File: src/rtl/uiv_pkg.sv
// Types, constants and character-class functions shared by the UTF-8 identifier validator.
// No dependencies; every other file of the block imports this package.
package uiv_pkg;

  localparam int unsigned CFG_IDX_W  = 1;
  localparam int unsigned CFG_DATA_W = 16;
  localparam int unsigned LEN_W      = 16;
  localparam int unsigned CP_W       = 21;

  localparam logic [CFG_IDX_W-1:0] CFG_LEN_LIMIT  = 1'd0;
  localparam logic [CFG_IDX_W-1:0] CFG_FIELD_MODE = 1'd1;

  localparam logic [LEN_W-1:0] LEN_LIMIT_RST = 16'd255;

  typedef enum logic [3:0] {
    ST_OK          = 4'd0,
    ST_EMPTY       = 4'd1,
    ST_TOO_LONG    = 4'd2,
    ST_BAD_UTF8    = 4'd3,
    ST_NUL         = 4'd4,
    ST_NEWLINE     = 4'd5,
    ST_TAB         = 4'd6,
    ST_CONTROL     = 4'd7,
    ST_LINE_SEP    = 4'd8,
    ST_PARA_SEP    = 4'd9,
    ST_NON_ASCII   = 4'd10,
    ST_SPACE       = 4'd11,
    ST_UNSUPPORTED = 4'd12
  } status_e;

  typedef enum logic [2:0] {
    CB_NORMAL  = 3'd0,
    CB_LOW_A0  = 3'd1,
    CB_HIGH_9F = 3'd2,
    CB_LOW_90  = 3'd3,
    CB_HIGH_8F = 3'd4
  } cont_class_e;

  function automatic status_e forbidden_code(input logic [CP_W-1:0] cp);
    status_e r;
    r = ST_OK;
    if (cp == 21'h0) begin
      r = ST_NUL;
    end else if (cp == 21'h0A || cp == 21'h0D) begin
      r = ST_NEWLINE;
    end else if (cp == 21'h09) begin
      r = ST_TAB;
    end else if (cp <= 21'h1F || (cp >= 21'h7F && cp <= 21'h9F)) begin
      r = ST_CONTROL;
    end else if (cp == 21'h2028) begin
      r = ST_LINE_SEP;
    end else if (cp == 21'h2029) begin
      r = ST_PARA_SEP;
    end
    return r;
  endfunction

  function automatic status_e field_check(input logic [7:0] b);
    status_e r;
    status_e f;
    f = forbidden_code({13'd0, b});
    if ((b >= 8'h41 && b <= 8'h5A) || (b >= 8'h61 && b <= 8'h7A) ||
        (b >= 8'h30 && b <= 8'h39) || b == 8'h5F || b == 8'h2D) begin
      r = ST_OK;
    end else if (b >= 8'h80) begin
      r = ST_NON_ASCII;
    end else if (f != ST_OK) begin
      r = f;
    end else if (b == 8'h20) begin
      r = ST_SPACE;
    end else begin
      r = ST_UNSUPPORTED;
    end
    return r;
  endfunction

endpackage

File: src/rtl/uiv_if.sv
// Valid/ready channel interfaces of the UTF-8 identifier validator: byte input,
// status output and configuration write. Depends on uiv_pkg.
interface uiv_in_if import uiv_pkg::*; ();
  logic       valid;
  logic       ready;
  logic [7:0] data_byte;
  logic       has_byte;
  logic       last;

  modport source (output valid, data_byte, has_byte, last, input ready);
  modport sink   (input valid, data_byte, has_byte, last, output ready);
endinterface

interface uiv_out_if import uiv_pkg::*; ();
  logic             valid;
  logic             ready;
  logic [3:0]       status;
  logic [LEN_W-1:0] name_length;

  modport source (output valid, status, name_length, input ready);
  modport sink   (input valid, status, name_length, output ready);
endinterface

interface uiv_cfg_if import uiv_pkg::*; ();
  logic                  valid;
  logic                  ready;
  logic [CFG_IDX_W-1:0]  index;
  logic [CFG_DATA_W-1:0] data;

  modport source (output valid, index, data, input ready);
  modport sink   (input valid, index, data, output ready);
endinterface

File: src/rtl/utf8_identifier_validator.sv
// Top level of the UTF-8 identifier validator: input register, decoder state and
// result register. Depends on uiv_pkg and the channel interfaces in uiv_if.sv.
//
// Usage: a name arrives on in_i one byte per word, last marking its final word;
// an empty name is one word with has_byte low and last high. A word with
// has_byte low and last low is dropped. Each name yields one word on out_o with
// a status code and the saturated byte count, taken from the word marked last.
// cfg_i writes the length limit (index 0) and field_mode (index 1); it is always
// ready and must only be used while no name is in flight.
// The last word of a name waits in the input register; its result is then
// registered in the result register. Throughput: one word per cycle unless a
// last word is stalled; the decoder update runs from input to state registers.
// Stall: while out_o holds an untaken result, non-last words keep flowing; a
// further last word waits in the input register and in_i.ready drops.
// Reset: the length limit returns to 255, field_mode to 0, the name state is
// cleared and both the input and result registers are emptied.
module utf8_identifier_validator import uiv_pkg::*; #(
  parameter int unsigned NAME_LIMIT = 65535
) (
  input  logic       clk_i,
  input  logic       rst_ni,
  uiv_in_if.sink     in_i,
  uiv_out_if.source  out_o,
  uiv_cfg_if.sink    cfg_i
);

  localparam logic [LEN_W-1:0] CountCap =
    LEN_W'((NAME_LIMIT < 65535) ? NAME_LIMIT : 65535);

  logic             s1_valid_q;
  logic [7:0]       s1_byte_q;
  logic             s1_has_q;
  logic             s1_last_q;

  logic [LEN_W-1:0] len_limit_q;
  logic             field_mode_q;

  logic [LEN_W-1:0] cnt_q, cnt_d;
  logic             ovf_q, ovf_d;
  status_e          fault_q, fault_d;
  logic [1:0]       cont_q, cont_d;
  logic [CP_W-1:0]  acc_q, acc_d;
  cont_class_e      cls_q, cls_d;

  logic             out_valid_q;
  status_e          out_status_q, status_d;
  logic [LEN_W-1:0] out_len_q;

  logic             process;
  logic [7:0]       lo, hi;
  logic [1:0]       cont_dec;
  logic [CP_W-1:0]  acc_shift;

  assign process     = s1_valid_q && (!s1_last_q || !out_valid_q || out_o.ready);
  assign in_i.ready  = !s1_valid_q || process;
  assign cfg_i.ready = 1'b1;

  assign out_o.valid       = out_valid_q;
  assign out_o.status      = out_status_q;
  assign out_o.name_length = out_len_q;

  assign cont_dec  = cont_q - 2'd1;
  assign acc_shift = {acc_q[CP_W-7:0], s1_byte_q[5:0]};

  always_comb begin
    lo = 8'h80;
    hi = 8'hBF;
    unique case (cls_q)
      CB_LOW_A0:  lo = 8'hA0;
      CB_HIGH_9F: hi = 8'h9F;
      CB_LOW_90:  lo = 8'h90;
      CB_HIGH_8F: hi = 8'h8F;
      default:    ;
    endcase
  end

  always_comb begin
    cnt_d   = cnt_q;
    ovf_d   = ovf_q;
    fault_d = fault_q;
    cont_d  = cont_q;
    acc_d   = acc_q;
    cls_d   = cls_q;
    if (s1_has_q) begin
      if (cnt_q >= CountCap) begin
        ovf_d = 1'b1;
      end else begin
        cnt_d = cnt_q + LEN_W'(1);
      end
      if (fault_q == ST_OK) begin
        if (field_mode_q) begin
          fault_d = field_check(s1_byte_q);
        end else if (cont_q == 2'd0) begin
          if (s1_byte_q < 8'h80) begin
            fault_d = forbidden_code({13'd0, s1_byte_q});
          end else if (s1_byte_q < 8'hC2 || s1_byte_q > 8'hF4) begin
            fault_d = ST_BAD_UTF8;
          end else if (s1_byte_q < 8'hE0) begin
            acc_d  = {16'd0, s1_byte_q[4:0]};
            cont_d = 2'd1;
            cls_d  = CB_NORMAL;
          end else if (s1_byte_q < 8'hF0) begin
            acc_d  = {17'd0, s1_byte_q[3:0]};
            cont_d = 2'd2;
            cls_d  = (s1_byte_q == 8'hE0) ? CB_LOW_A0 :
                     (s1_byte_q == 8'hED) ? CB_HIGH_9F : CB_NORMAL;
          end else begin
            acc_d  = {18'd0, s1_byte_q[2:0]};
            cont_d = 2'd3;
            cls_d  = (s1_byte_q == 8'hF0) ? CB_LOW_90 :
                     (s1_byte_q == 8'hF4) ? CB_HIGH_8F : CB_NORMAL;
          end
        end else if (s1_byte_q < lo || s1_byte_q > hi) begin
          fault_d = ST_BAD_UTF8;
        end else begin
          acc_d  = acc_shift;
          cls_d  = CB_NORMAL;
          cont_d = cont_dec;
          if (cont_dec == 2'd0) begin
            fault_d = forbidden_code(acc_shift);
          end
        end
      end
    end
  end

  always_comb begin
    priority if (cnt_d == '0 && !ovf_d) begin
      status_d = ST_EMPTY;
    end else if (ovf_d || cnt_d > len_limit_q) begin
      status_d = ST_TOO_LONG;
    end else if (fault_d != ST_OK) begin
      status_d = fault_d;
    end else if (!field_mode_q && cont_d != 2'd0) begin
      status_d = ST_BAD_UTF8;
    end else begin
      status_d = ST_OK;
    end
  end

  always_ff @(posedge clk_i or negedge rst_ni) begin
    if (!rst_ni) begin
      s1_valid_q   <= 1'b0;
      len_limit_q  <= LEN_LIMIT_RST;
      field_mode_q <= 1'b0;
      cnt_q        <= '0;
      ovf_q        <= 1'b0;
      fault_q      <= ST_OK;
      cont_q       <= 2'd0;
      acc_q        <= '0;
      cls_q        <= CB_NORMAL;
      out_valid_q  <= 1'b0;
    end else begin
      if (cfg_i.valid) begin
        case (cfg_i.index)
          CFG_LEN_LIMIT:  len_limit_q  <= cfg_i.data;
          CFG_FIELD_MODE: field_mode_q <= cfg_i.data[0];
          default:        ;
        endcase
      end
      if (in_i.ready) begin
        s1_valid_q <= in_i.valid;
      end
      out_valid_q <= (process && s1_last_q) || (out_valid_q && !out_o.ready);
      if (process) begin
        if (s1_last_q) begin
          cnt_q       <= '0;
          ovf_q       <= 1'b0;
          fault_q     <= ST_OK;
          cont_q      <= 2'd0;
          acc_q       <= '0;
          cls_q       <= CB_NORMAL;
        end else begin
          cnt_q   <= cnt_d;
          ovf_q   <= ovf_d;
          fault_q <= fault_d;
          cont_q  <= cont_d;
          acc_q   <= acc_d;
          cls_q   <= cls_d;
        end
      end
    end
  end

  always_ff @(posedge clk_i) begin
    if (in_i.ready && in_i.valid) begin
      s1_byte_q <= in_i.data_byte;
      s1_has_q  <= in_i.has_byte;
      s1_last_q <= in_i.last;
    end
    if (process && s1_last_q) begin
      out_status_q <= status_d;
      out_len_q    <= cnt_d;
    end
  end

endmodule

File: src/flat_wrapper.sv
// flat-port wrapper written by rule: the top's interface ports become plain ports
module utf8_identifier_validator_flat import uiv_pkg::*;
#(
  parameter int unsigned NAME_LIMIT = 65535
)
  (clk_i, rst_ni, in_i_valid, in_i_data_byte, in_i_has_byte, in_i_last, in_i_ready, out_o_valid, out_o_status, out_o_name_length, out_o_ready, cfg_i_valid, cfg_i_index, cfg_i_data, cfg_i_ready);
  uiv_in_if in_i_i ();
  uiv_out_if out_o_i ();
  uiv_cfg_if cfg_i_i ();
  input  logic clk_i;
  input  logic rst_ni;
  input wire logic [$bits(in_i_i.valid)-1:0] in_i_valid;
  input wire logic [$bits(in_i_i.data_byte)-1:0] in_i_data_byte;
  input wire logic [$bits(in_i_i.has_byte)-1:0] in_i_has_byte;
  input wire logic [$bits(in_i_i.last)-1:0] in_i_last;
  output wire logic [$bits(in_i_i.ready)-1:0] in_i_ready;
  output wire logic [$bits(out_o_i.valid)-1:0] out_o_valid;
  output wire logic [$bits(out_o_i.status)-1:0] out_o_status;
  output wire logic [$bits(out_o_i.name_length)-1:0] out_o_name_length;
  input wire logic [$bits(out_o_i.ready)-1:0] out_o_ready;
  input wire logic [$bits(cfg_i_i.valid)-1:0] cfg_i_valid;
  input wire logic [$bits(cfg_i_i.index)-1:0] cfg_i_index;
  input wire logic [$bits(cfg_i_i.data)-1:0] cfg_i_data;
  output wire logic [$bits(cfg_i_i.ready)-1:0] cfg_i_ready;
  assign in_i_i.valid = in_i_valid;
  assign in_i_i.data_byte = in_i_data_byte;
  assign in_i_i.has_byte = in_i_has_byte;
  assign in_i_i.last = in_i_last;
  assign in_i_ready = in_i_i.ready;
  assign out_o_valid = out_o_i.valid;
  assign out_o_status = out_o_i.status;
  assign out_o_name_length = out_o_i.name_length;
  assign out_o_i.ready = out_o_ready;
  assign cfg_i_i.valid = cfg_i_valid;
  assign cfg_i_i.index = cfg_i_index;
  assign cfg_i_i.data = cfg_i_data;
  assign cfg_i_ready = cfg_i_i.ready;
  utf8_identifier_validator #(.NAME_LIMIT(NAME_LIMIT)) u_core (.clk_i(clk_i), .rst_ni(rst_ni), .in_i(in_i_i), .out_o(out_o_i), .cfg_i(cfg_i_i));
endmodule
File: config.mk
export PLATFORM = sky130hd
export DESIGN_NAME = utf8_identifier_validator_flat
export DESIGN_NICKNAME = d
export VERILOG_FILES = /design/src/rtl/uiv_pkg.sv /design/src/rtl/uiv_if.sv /design/src/rtl/utf8_identifier_validator.sv /design/src/flat_wrapper.sv
export SDC_FILE = /design/constraint.sdc
export NUM_CORES = 1
export LEC_CHECK = 0
export BUFFER_PORTS_ARGS = -buffer_cell sky130_fd_sc_hd__buf_2
export CAP_MARGIN = 0
export CORE_MARGIN = 10
export CORE_UTILIZATION = 50
export CTS_BUF_LIST = sky130_fd_sc_hd__clkbuf_8
export CTS_CLUSTER_DIAMETER = 50
export DETAILED_ROUTE_END_ITERATION = 16
export GPL_TIMING_DRIVEN = 0
export MAX_ROUTING_LAYER = met4
export PLACE_DENSITY_LB_ADDON = 0.12
export SLEW_MARGIN = 30
export SYNTH_ARGS = -nofsm -noshare
export SYNTH_HDL_FRONTEND = slang
export SYNTH_SLANG_ARGS = --single-unit
File: constraint.sdc
create_clock -name clk_i -period 3.3 [get_ports clk_i]
set_input_delay 0.33 -clock clk_i [delete_from_list [all_inputs] [get_ports clk_i]]
set_output_delay 0.33 -clock clk_i [all_outputs]
set_load 0.1 [all_outputs]
==> flow_summary.toml, run 1 <==
[run_status]
status = "complete, but fails checks"
violations = "setup timing"

[synthesis]
synth-seq-cells = 90
ys.flop_type = "dfrtp_1"
avgSynthCellArea_um2 = 9.98
synth.distinct_cells = 85
syn_nets = 561
seq_area_frac_synth_pct = 47.7
synth_area_leaders = "dfrtp_1 (26%), edfxtp_1 (18%), ha_1 (5.4%)"
synth_area_um2 = 5060
synth_top_cell_area_share_pct = 25.7
synthCells = 507
yosys.area.top_type = "dfrtp_1"
synth_edf_count = 30
yosys_warnings = 0
ys_async_sr_fraction_pct = 66.7

[critical_path]
cp.required_ns = 3.44
crit_path_start_kind = "register"
regToRegStartpoint = "u_core.cnt_q[2]"
worstSetupPathType = "register to register"
cp_slowest_cell = "dfrtp_1"
critPathCaptureType = "register"
crit_top_cell = "buf_6"
cp-startpoint = "u_core.cnt_q[2]"
worst-path-max-fanout = 8
cp.arrival_ns = 3.46
critPathBufInv = 2
cp_top_family = "compound AO/OA/AOI/OAI gates"
crit_path_max_incr_delay_ns = 0.39
crit_chain = "buf_6 -> and4_1 -> buf_6 -> and3_4 -> a31o_4 -> mux2_4 -> ha_1 -> nor2b_1 -> o21a_1 -> o21ai_1 -> a21oi_1 -> o221ai_2 -> nand2_2 -> o31a_1"

[timing]
slew_headroom_pct = 40.0
period_minus_slack_ns = 3.32
slew_viol_final = 0
final-hold-violation-count = 0
tightest_slew_ns = 0.899
fmax_ghz = 0.301
holdWs_ns = 0.0109
rsz0062_at_grt = "true"
clock_skew_ns = 0.0136
finalSetupViolCount = 1
layout_setup_ws_ns = -0.0211
period_share_pct = 101

[floorplanning]
io_pins = 55
initial_utilization_pct = 51.5
die_width_um = 121
rows = 36
die_y_um = 121
dieArea_um2 = 14500
core_um2 = 9820

[placed_design]
routabilityCongestion = 0.917
placed_cell_area_um2 = 5500
place.port_buffers = 53
hpwlAfterDp_um = 9280

[finish]
n_fill_cell = 846
nets = 646
drive_above_1_share_pct = 31.5
antenna_cells = 0
layout_commonest_cell = "nand2_1"
synthToLayoutAreaGrowth_pct = 23.9
fin_area_um2 = 6270
final_cell_mix = "nand2_1 (61), buf_2 (53), dfrtp_1 (44)"

[clocking]
root_buffer = "clkbuf_8"
cts_buffer_depth = 2
tritoncts = "yes"
htree_levels = 3
clock_sinks = 90
cts_hold_buffers = 0
clk_pin_slew_ns = 0.10
cts_buffers = 9
clk_latency_ns = 0.39

[routing]
firstDrtPassIters = 5
drcViolationCount = 0
post_drt_via_cell_ratio = 5.95
wirelength_um = 13600
vias = 4346
drt_iter0_drc = 322
drt-wirelength-per-cell_um = 18.7
antenna_left = 0

[global_routing]
antenna_found_initial = 0
grt_max_degree = 61
grt_pass1_wl_um = 21500
first_global_vias = 4377
gr-total-overflow = 0
groute.usage.overall_pct = 18.7

[worst_hold_path]
hp-class = "input port to async pin"

[pwr]
p_per_area_nw_per_um2 = 443
total_power_mw = 2.78
peakVddDrop_uv = 234
power_leakage_nw = 2.71

[run]
cap_violations = 0
metrics by stage:
step	setup TNS [ns]	util [%]	worst slack, ns	cells
6_report	-0.0211	63.9	-0.0211	730
5_1_grt	-0.444	63.9	-0.136	730
4_1_cts	-0.00806	61.3	-0.00806	717
3_5_place_dp	-2.04	56.0	-0.650	693
3_3_place_gp	-1.91	56.0	-0.599	693
2_1_floorplan	0	-	0.0689	507
cell usage after synthesis, types with 4 or more instances:
| library cell | instances |
|---|---|
| a21oi_1 | 19 |
| a22o_1 | 13 |
| a31oi_1 | 11 |
| and2_1 | 7 |
| and3_1 | 6 |
| buf_2 | 5 |
| clkbuf_1 | 18 |
| dfrtp_1 | 52 |
| dfstp_2 | 8 |
| edfxtp_1 | 30 |
| ha_1 | 22 |
| inv_1 | 26 |
| mux2_2 | 4 |
| nand2_1 | 63 |
| nand3_1 | 16 |
| nand4_1 | 8 |
| nor2_1 | 25 |
| nor2b_1 | 5 |
| nor3_1 | 10 |
| nor4_1 | 7 |
| o211a_1 | 4 |
| o21ai_0 | 41 |
| o31ai_1 | 6 |
| or3_1 | 4 |
| xnor2_1 | 13 |
state kept, by name, indices dropped and copies added (netlist names), 2 cells and up:
| signal | cells |
|---|---|
| u_core.cnt_q | 16 |
| u_core.len_limit_q | 16 |
| u_core.out_o.name_length | 16 |
| u_core.acc_q | 15 |
| u_core.s1_byte_q | 8 |
| u_core.fault_q | 4 |
| u_core.out_o.status | 4 |
| u_core.cls_q | 3 |
| u_core.cont_q | 2 |
cell type report:
cell class                      count  area (µm²)  share of cell area (%)
Multi-Input combinational cell    364        2770                    44.2
Sequential cell                    90        2420                    38.6
Timing Repair Buffer               78         455                    7.26
Tap cell                          133         166                    2.65
Clock buffer                       10         138                    2.19
Buffer                             22         128                    2.03
Inverter                           27         101                    1.62
Clock inverter                      6        87.6                    1.40
what timing repair did:
action / CTS / global route
resized for setup: 46 / 34
setup buffers: 11 / 14
endpoints found under the setup margin: 4 / 14
gates cloned: 0 / 0
pin swaps: 12 / 18
power by group:
part	switching [mW]	internal (mW)	total [mW]	leakage (nW)
Clock	0.425	0.449	0.874	0.113
Sequential	0.0485	1.24	1.29	1.07
Combinational	0.408	0.209	0.617	1.52
logic make-up after synthesis:
| family | count (synthesis) | share of synthesized area [%] |
|---|---|---|
| AND/OR/NAND/NOR | 182 | 19.0 |
| adder cells (fa/ha/maj) | 22 | 5.44 |
| multiplexers | 6 | 1.29 |
| XOR/XNOR | 14 | 2.42 |
| flip-flops | 90 | 47.7 |
| other | 1 | 0.0741 |
| AO/OA/AOI/OAI | 139 | 19.7 |
| buffers and inverters | 53 | 4.47 |
path summary, 6_finish.rpt:
check | end | slack, ns | cells past startpoint
worst max-delay path | u_core.out_o.status[1] | -0.02 | 14
worst min-delay path | u_core.len_limit_q[12] | 0.01 | 1
worst max register to register | u_core.out_o.status[1] | -0.02 | 14
worst min register to register | u_core.acc_q[14] | 0.49 | 2
max in group asynchronous | u_core.cnt_q[13] | 2.72 | 1
min in group clk_i | u_core.s1_byte_q[5] | 0.12 | 1
routing by layer:
layer	wire, µm	share of wire [%]	track usage (%)	up-vias
met3	706	5.2	4.00	36
met2	7070	52	31.3	142
met4	477	3.5	10.0	0
met5	0	0	-	-
met1	5360	39	20.6	2122
li1	-	-	-	2046
(Power assumes the default switching activity.)
==> run 2, diff against run 1 <==
- ABC_AREA: not set -> 1
- GPL_ROUTABILITY_DRIVEN: not set -> 0
==> run 2 against run 1 <==
- the run now ends clean
- critical path depth grew 9
- clock power shrank 8.8%
- fmax grew 6.6%
- cell area shrank 2.6%
- combinational power grew 20%
- register-to-register slack gained 0.21 ns
- area after synthesis grew 5.3%
- clock skew grew 0.0015 ns
- sequential cell count is the same
- die area grew 4.4%
- first-iteration DRC count grew 60%
==> flow_summary.toml, run 2 <==
[run_status]
status = "completed"

[timing]
finalSetupViolCount = 0
tightest_slew_ns = 0.792
fmax_ghz = 0.321
period_minus_slack_ns = 3.11
slew_viol_final = 0
rsz0062_at_grt = "true"
slew_headroom_pct = 47.2
layout_setup_ws_ns = 0.185
tns_ns = 0
clock_skew_ns = 0.0150
holdWs_ns = 0.0187
final-hold-violation-count = 0
period_share_pct = 94.4

[finish]
antenna_cells = 0
final_util_pct = 58.9
layout_commonest_cell = "nand2_1"
nets = 804
final_cell_mix = "nand2_1 (145), inv_1 (98), nor2_1 (80)"
synthToLayoutAreaGrowth_pct = 14.6
fin_area_um2 = 6110
drive_above_1_share_pct = 17.2

[synthesis]
yosys_warnings = 0
ys.flop_type = "dfrtp_1"
synth_area_um2 = 5330
synth-adder-area-share_pct = 5.16
synth-seq-cells = 90
synthMuxAreaShare_pct = 0
yosys.area.top_type = "dfrtp_1"
synth_top_cell_area_share_pct = 24.4
seq_area_frac_synth_pct = 45.3
synth.distinct_cells = 43
synth_top_family_by_area = "simple AND/OR/NAND/NOR gates"
synth_edf_count = 30
synth_compound_area_share_pct = 11.0
synthTopCellsByCount = "nand2_1 (145), inv_1 (100), nor2_1 (83)"
synth_xor_area_share_pct = 1.64
synth_area_leaders = "dfrtp_1 (24%), edfxtp_1 (17%), nand2_1 (10%)"
synthCells = 677
synthSimpleGateAreaFrac_pct = 28.2
avgSynthCellArea_um2 = 7.87
ys_async_sr_fraction_pct = 66.7
yosysMostFrequentCell = "nand2_1"
syn_nets = 731

[critical_path]
cp-startpoint = "u_core.cnt_q[1]"
cp.arrival_ns = 3.25
cp.required_ns = 3.44
regToRegSetupSlack_ns = 0.19
worstSetupPathType = "register to register"
crit_path_start_kind = "register"
critPathCaptureType = "register"
crit_chain = "ha_2 -> nand2_2 -> nor2_4 -> nand3_4 -> nor3_4 -> nand4_4 -> nand2_4 -> nand2_1 -> o21ai_2 -> inv_2 -> ha_1 -> inv_1 -> nor2_1 -> nor2_1 -> o21a_1 -> o221ai_1 -> nand2_1 -> nand3_1 -> nand2_1 -> nand2_1 -> inv_1 -> nand2_1 -> nor2_1"
crit_path_max_incr_delay_ns = 0.40
crit_top_cell = "nand2_1"
cp_slowest_cell = "dfrtp_1"
worst-path-max-fanout = 3
regToRegStartpoint = "u_core.cnt_q[1]"

[floorplanning]
dieArea_um2 = 15200
die_y_um = 123
core_um2 = 10400
die_width_um = 123
rows = 37
initial_utilization_pct = 51.4
io_pins = 55

[pwr]
pwr-share-seq_pct = 46.1
pwr-share-clk_pct = 27.9
p_per_area_nw_per_um2 = 468
p_switching_mw = 1.01
power_switching_share_pct = 35.5
power_leakage_nw = 3.05
internal_power_mw = 1.84
peakVddDrop_uv = 304
power_frac_comb_pct = 26.0

[routing]
antenna_left = 0
post_drt_via_cell_ratio = 5.40
drcViolationCount = 0
vias = 4808
drt-wirelength-per-cell_um = 15.4
drt_iter0_drc = 515
wirelength_um = 13700
firstDrtPassIters = 5

[worst_hold_path]
hp-class = "input port to async pin"

[clocking]
clk_pin_slew_ns = 0.10
cts_buffers = 9
cts_hold_buffers = 0
clock_sinks = 90
tritoncts = "yes"
cts_buffer_depth = 2
clk_latency_ns = 0.38
htree_levels = 3
root_buffer = "clkbuf_8"

[placed_design]
place.port_buffers = 53
dp_slack_ns = -0.0687
placed_cell_area_um2 = 5770
hpwlAfterDp_um = 10200

[run]
cap_violations = 0

[global_routing]
grt_max_degree = 61
first_global_vias = 4698
antenna_found_initial = 0
gr-total-overflow = 0
grt_pass1_wl_um = 22600
groute.usage.overall_pct = 19.0
[run 2: routing by layer]
metal,wire length (µm),global-route usage [%],share of wire [%],up-vias
met2,5990,27.0,44,175
met5,0,-,0,-
li1,-,-,-,2382
met1,6710,27.1,49,2228
met4,175,5.75,1.3,0
met3,853,3.14,6.2,23
[run 2: cell type report]
class / instances / area, µm²
Buffer: 13 / 61.3
Clock buffer: 10 / 138
Clock inverter: 6 / 65.1
Fill cell: 980 / 4260
Inverter: 107 / 402
Multi-Input combinational cell: 467 / 2520
Sequential cell: 90 / 2410
Tap cell: 136 / 170
Timing Repair Buffer: 62 / 339
[run 2: final timing paths]
check / endpoint / depth (start not counted)
setup / recovery: u_core.out_o.status[2] / 23
hold / removal: u_core.acc_q[12] / 1
setup reg to reg: u_core.out_o.status[2] / 23
hold reg to reg: u_core.acc_q[14] / 2
max in group asynchronous: u_core.out_o.valid / 1
min in group clk_i: u_core.s1_byte_q[0] / 1
[run 2: kinds of logic after synthesis]
kind of cell | Yosys count
DFF | 90
adders and majority gates | 22
xor gates and xnor gates | 10
and+or+nand+nor | 331
AOI/OAI and AO/OA | 103
buffers and inverters | 120
other | 1
[run 2: worst max-delay path: cells and delay by family (launching register included)]
family	cells	cell delay, ns
adder cells (fa/ha/maj)	2	0.51
flip-flops	1	0.40
buffers and inverters	3	0.18
AND/OR/NAND/NOR	15	1.33
AO/OA/AOI/OAI	3	0.44
[run 2: power groups by stage]
stage	Sequential [mW]	Combinational (mW)	Clock (mW)
3_5_place_dp	1.34	0.712	0
6_report	1.32	0.742	0.797
5_1_grt	1.33	0.829	0.857
3_3_place_gp	1.34	0.696	0
4_1_cts	1.32	0.716	0.809
2_1_floorplan	1.47	0.396	0
[run 2: what timing repair did]
item                       in CTS  in global routing
buffers inserted                3                  6
setup endpoints to repair       4                  4
gates resized for setup         0                 14
pin swaps                       2                  4
[run 2: through the flow]
step	cells	power (mW)
after CTS	885	2.84
after global routing	891	3.01
after floorplan	677	1.87
final	891	2.86
after detailed placement	866	2.05
after global placement	866	2.03
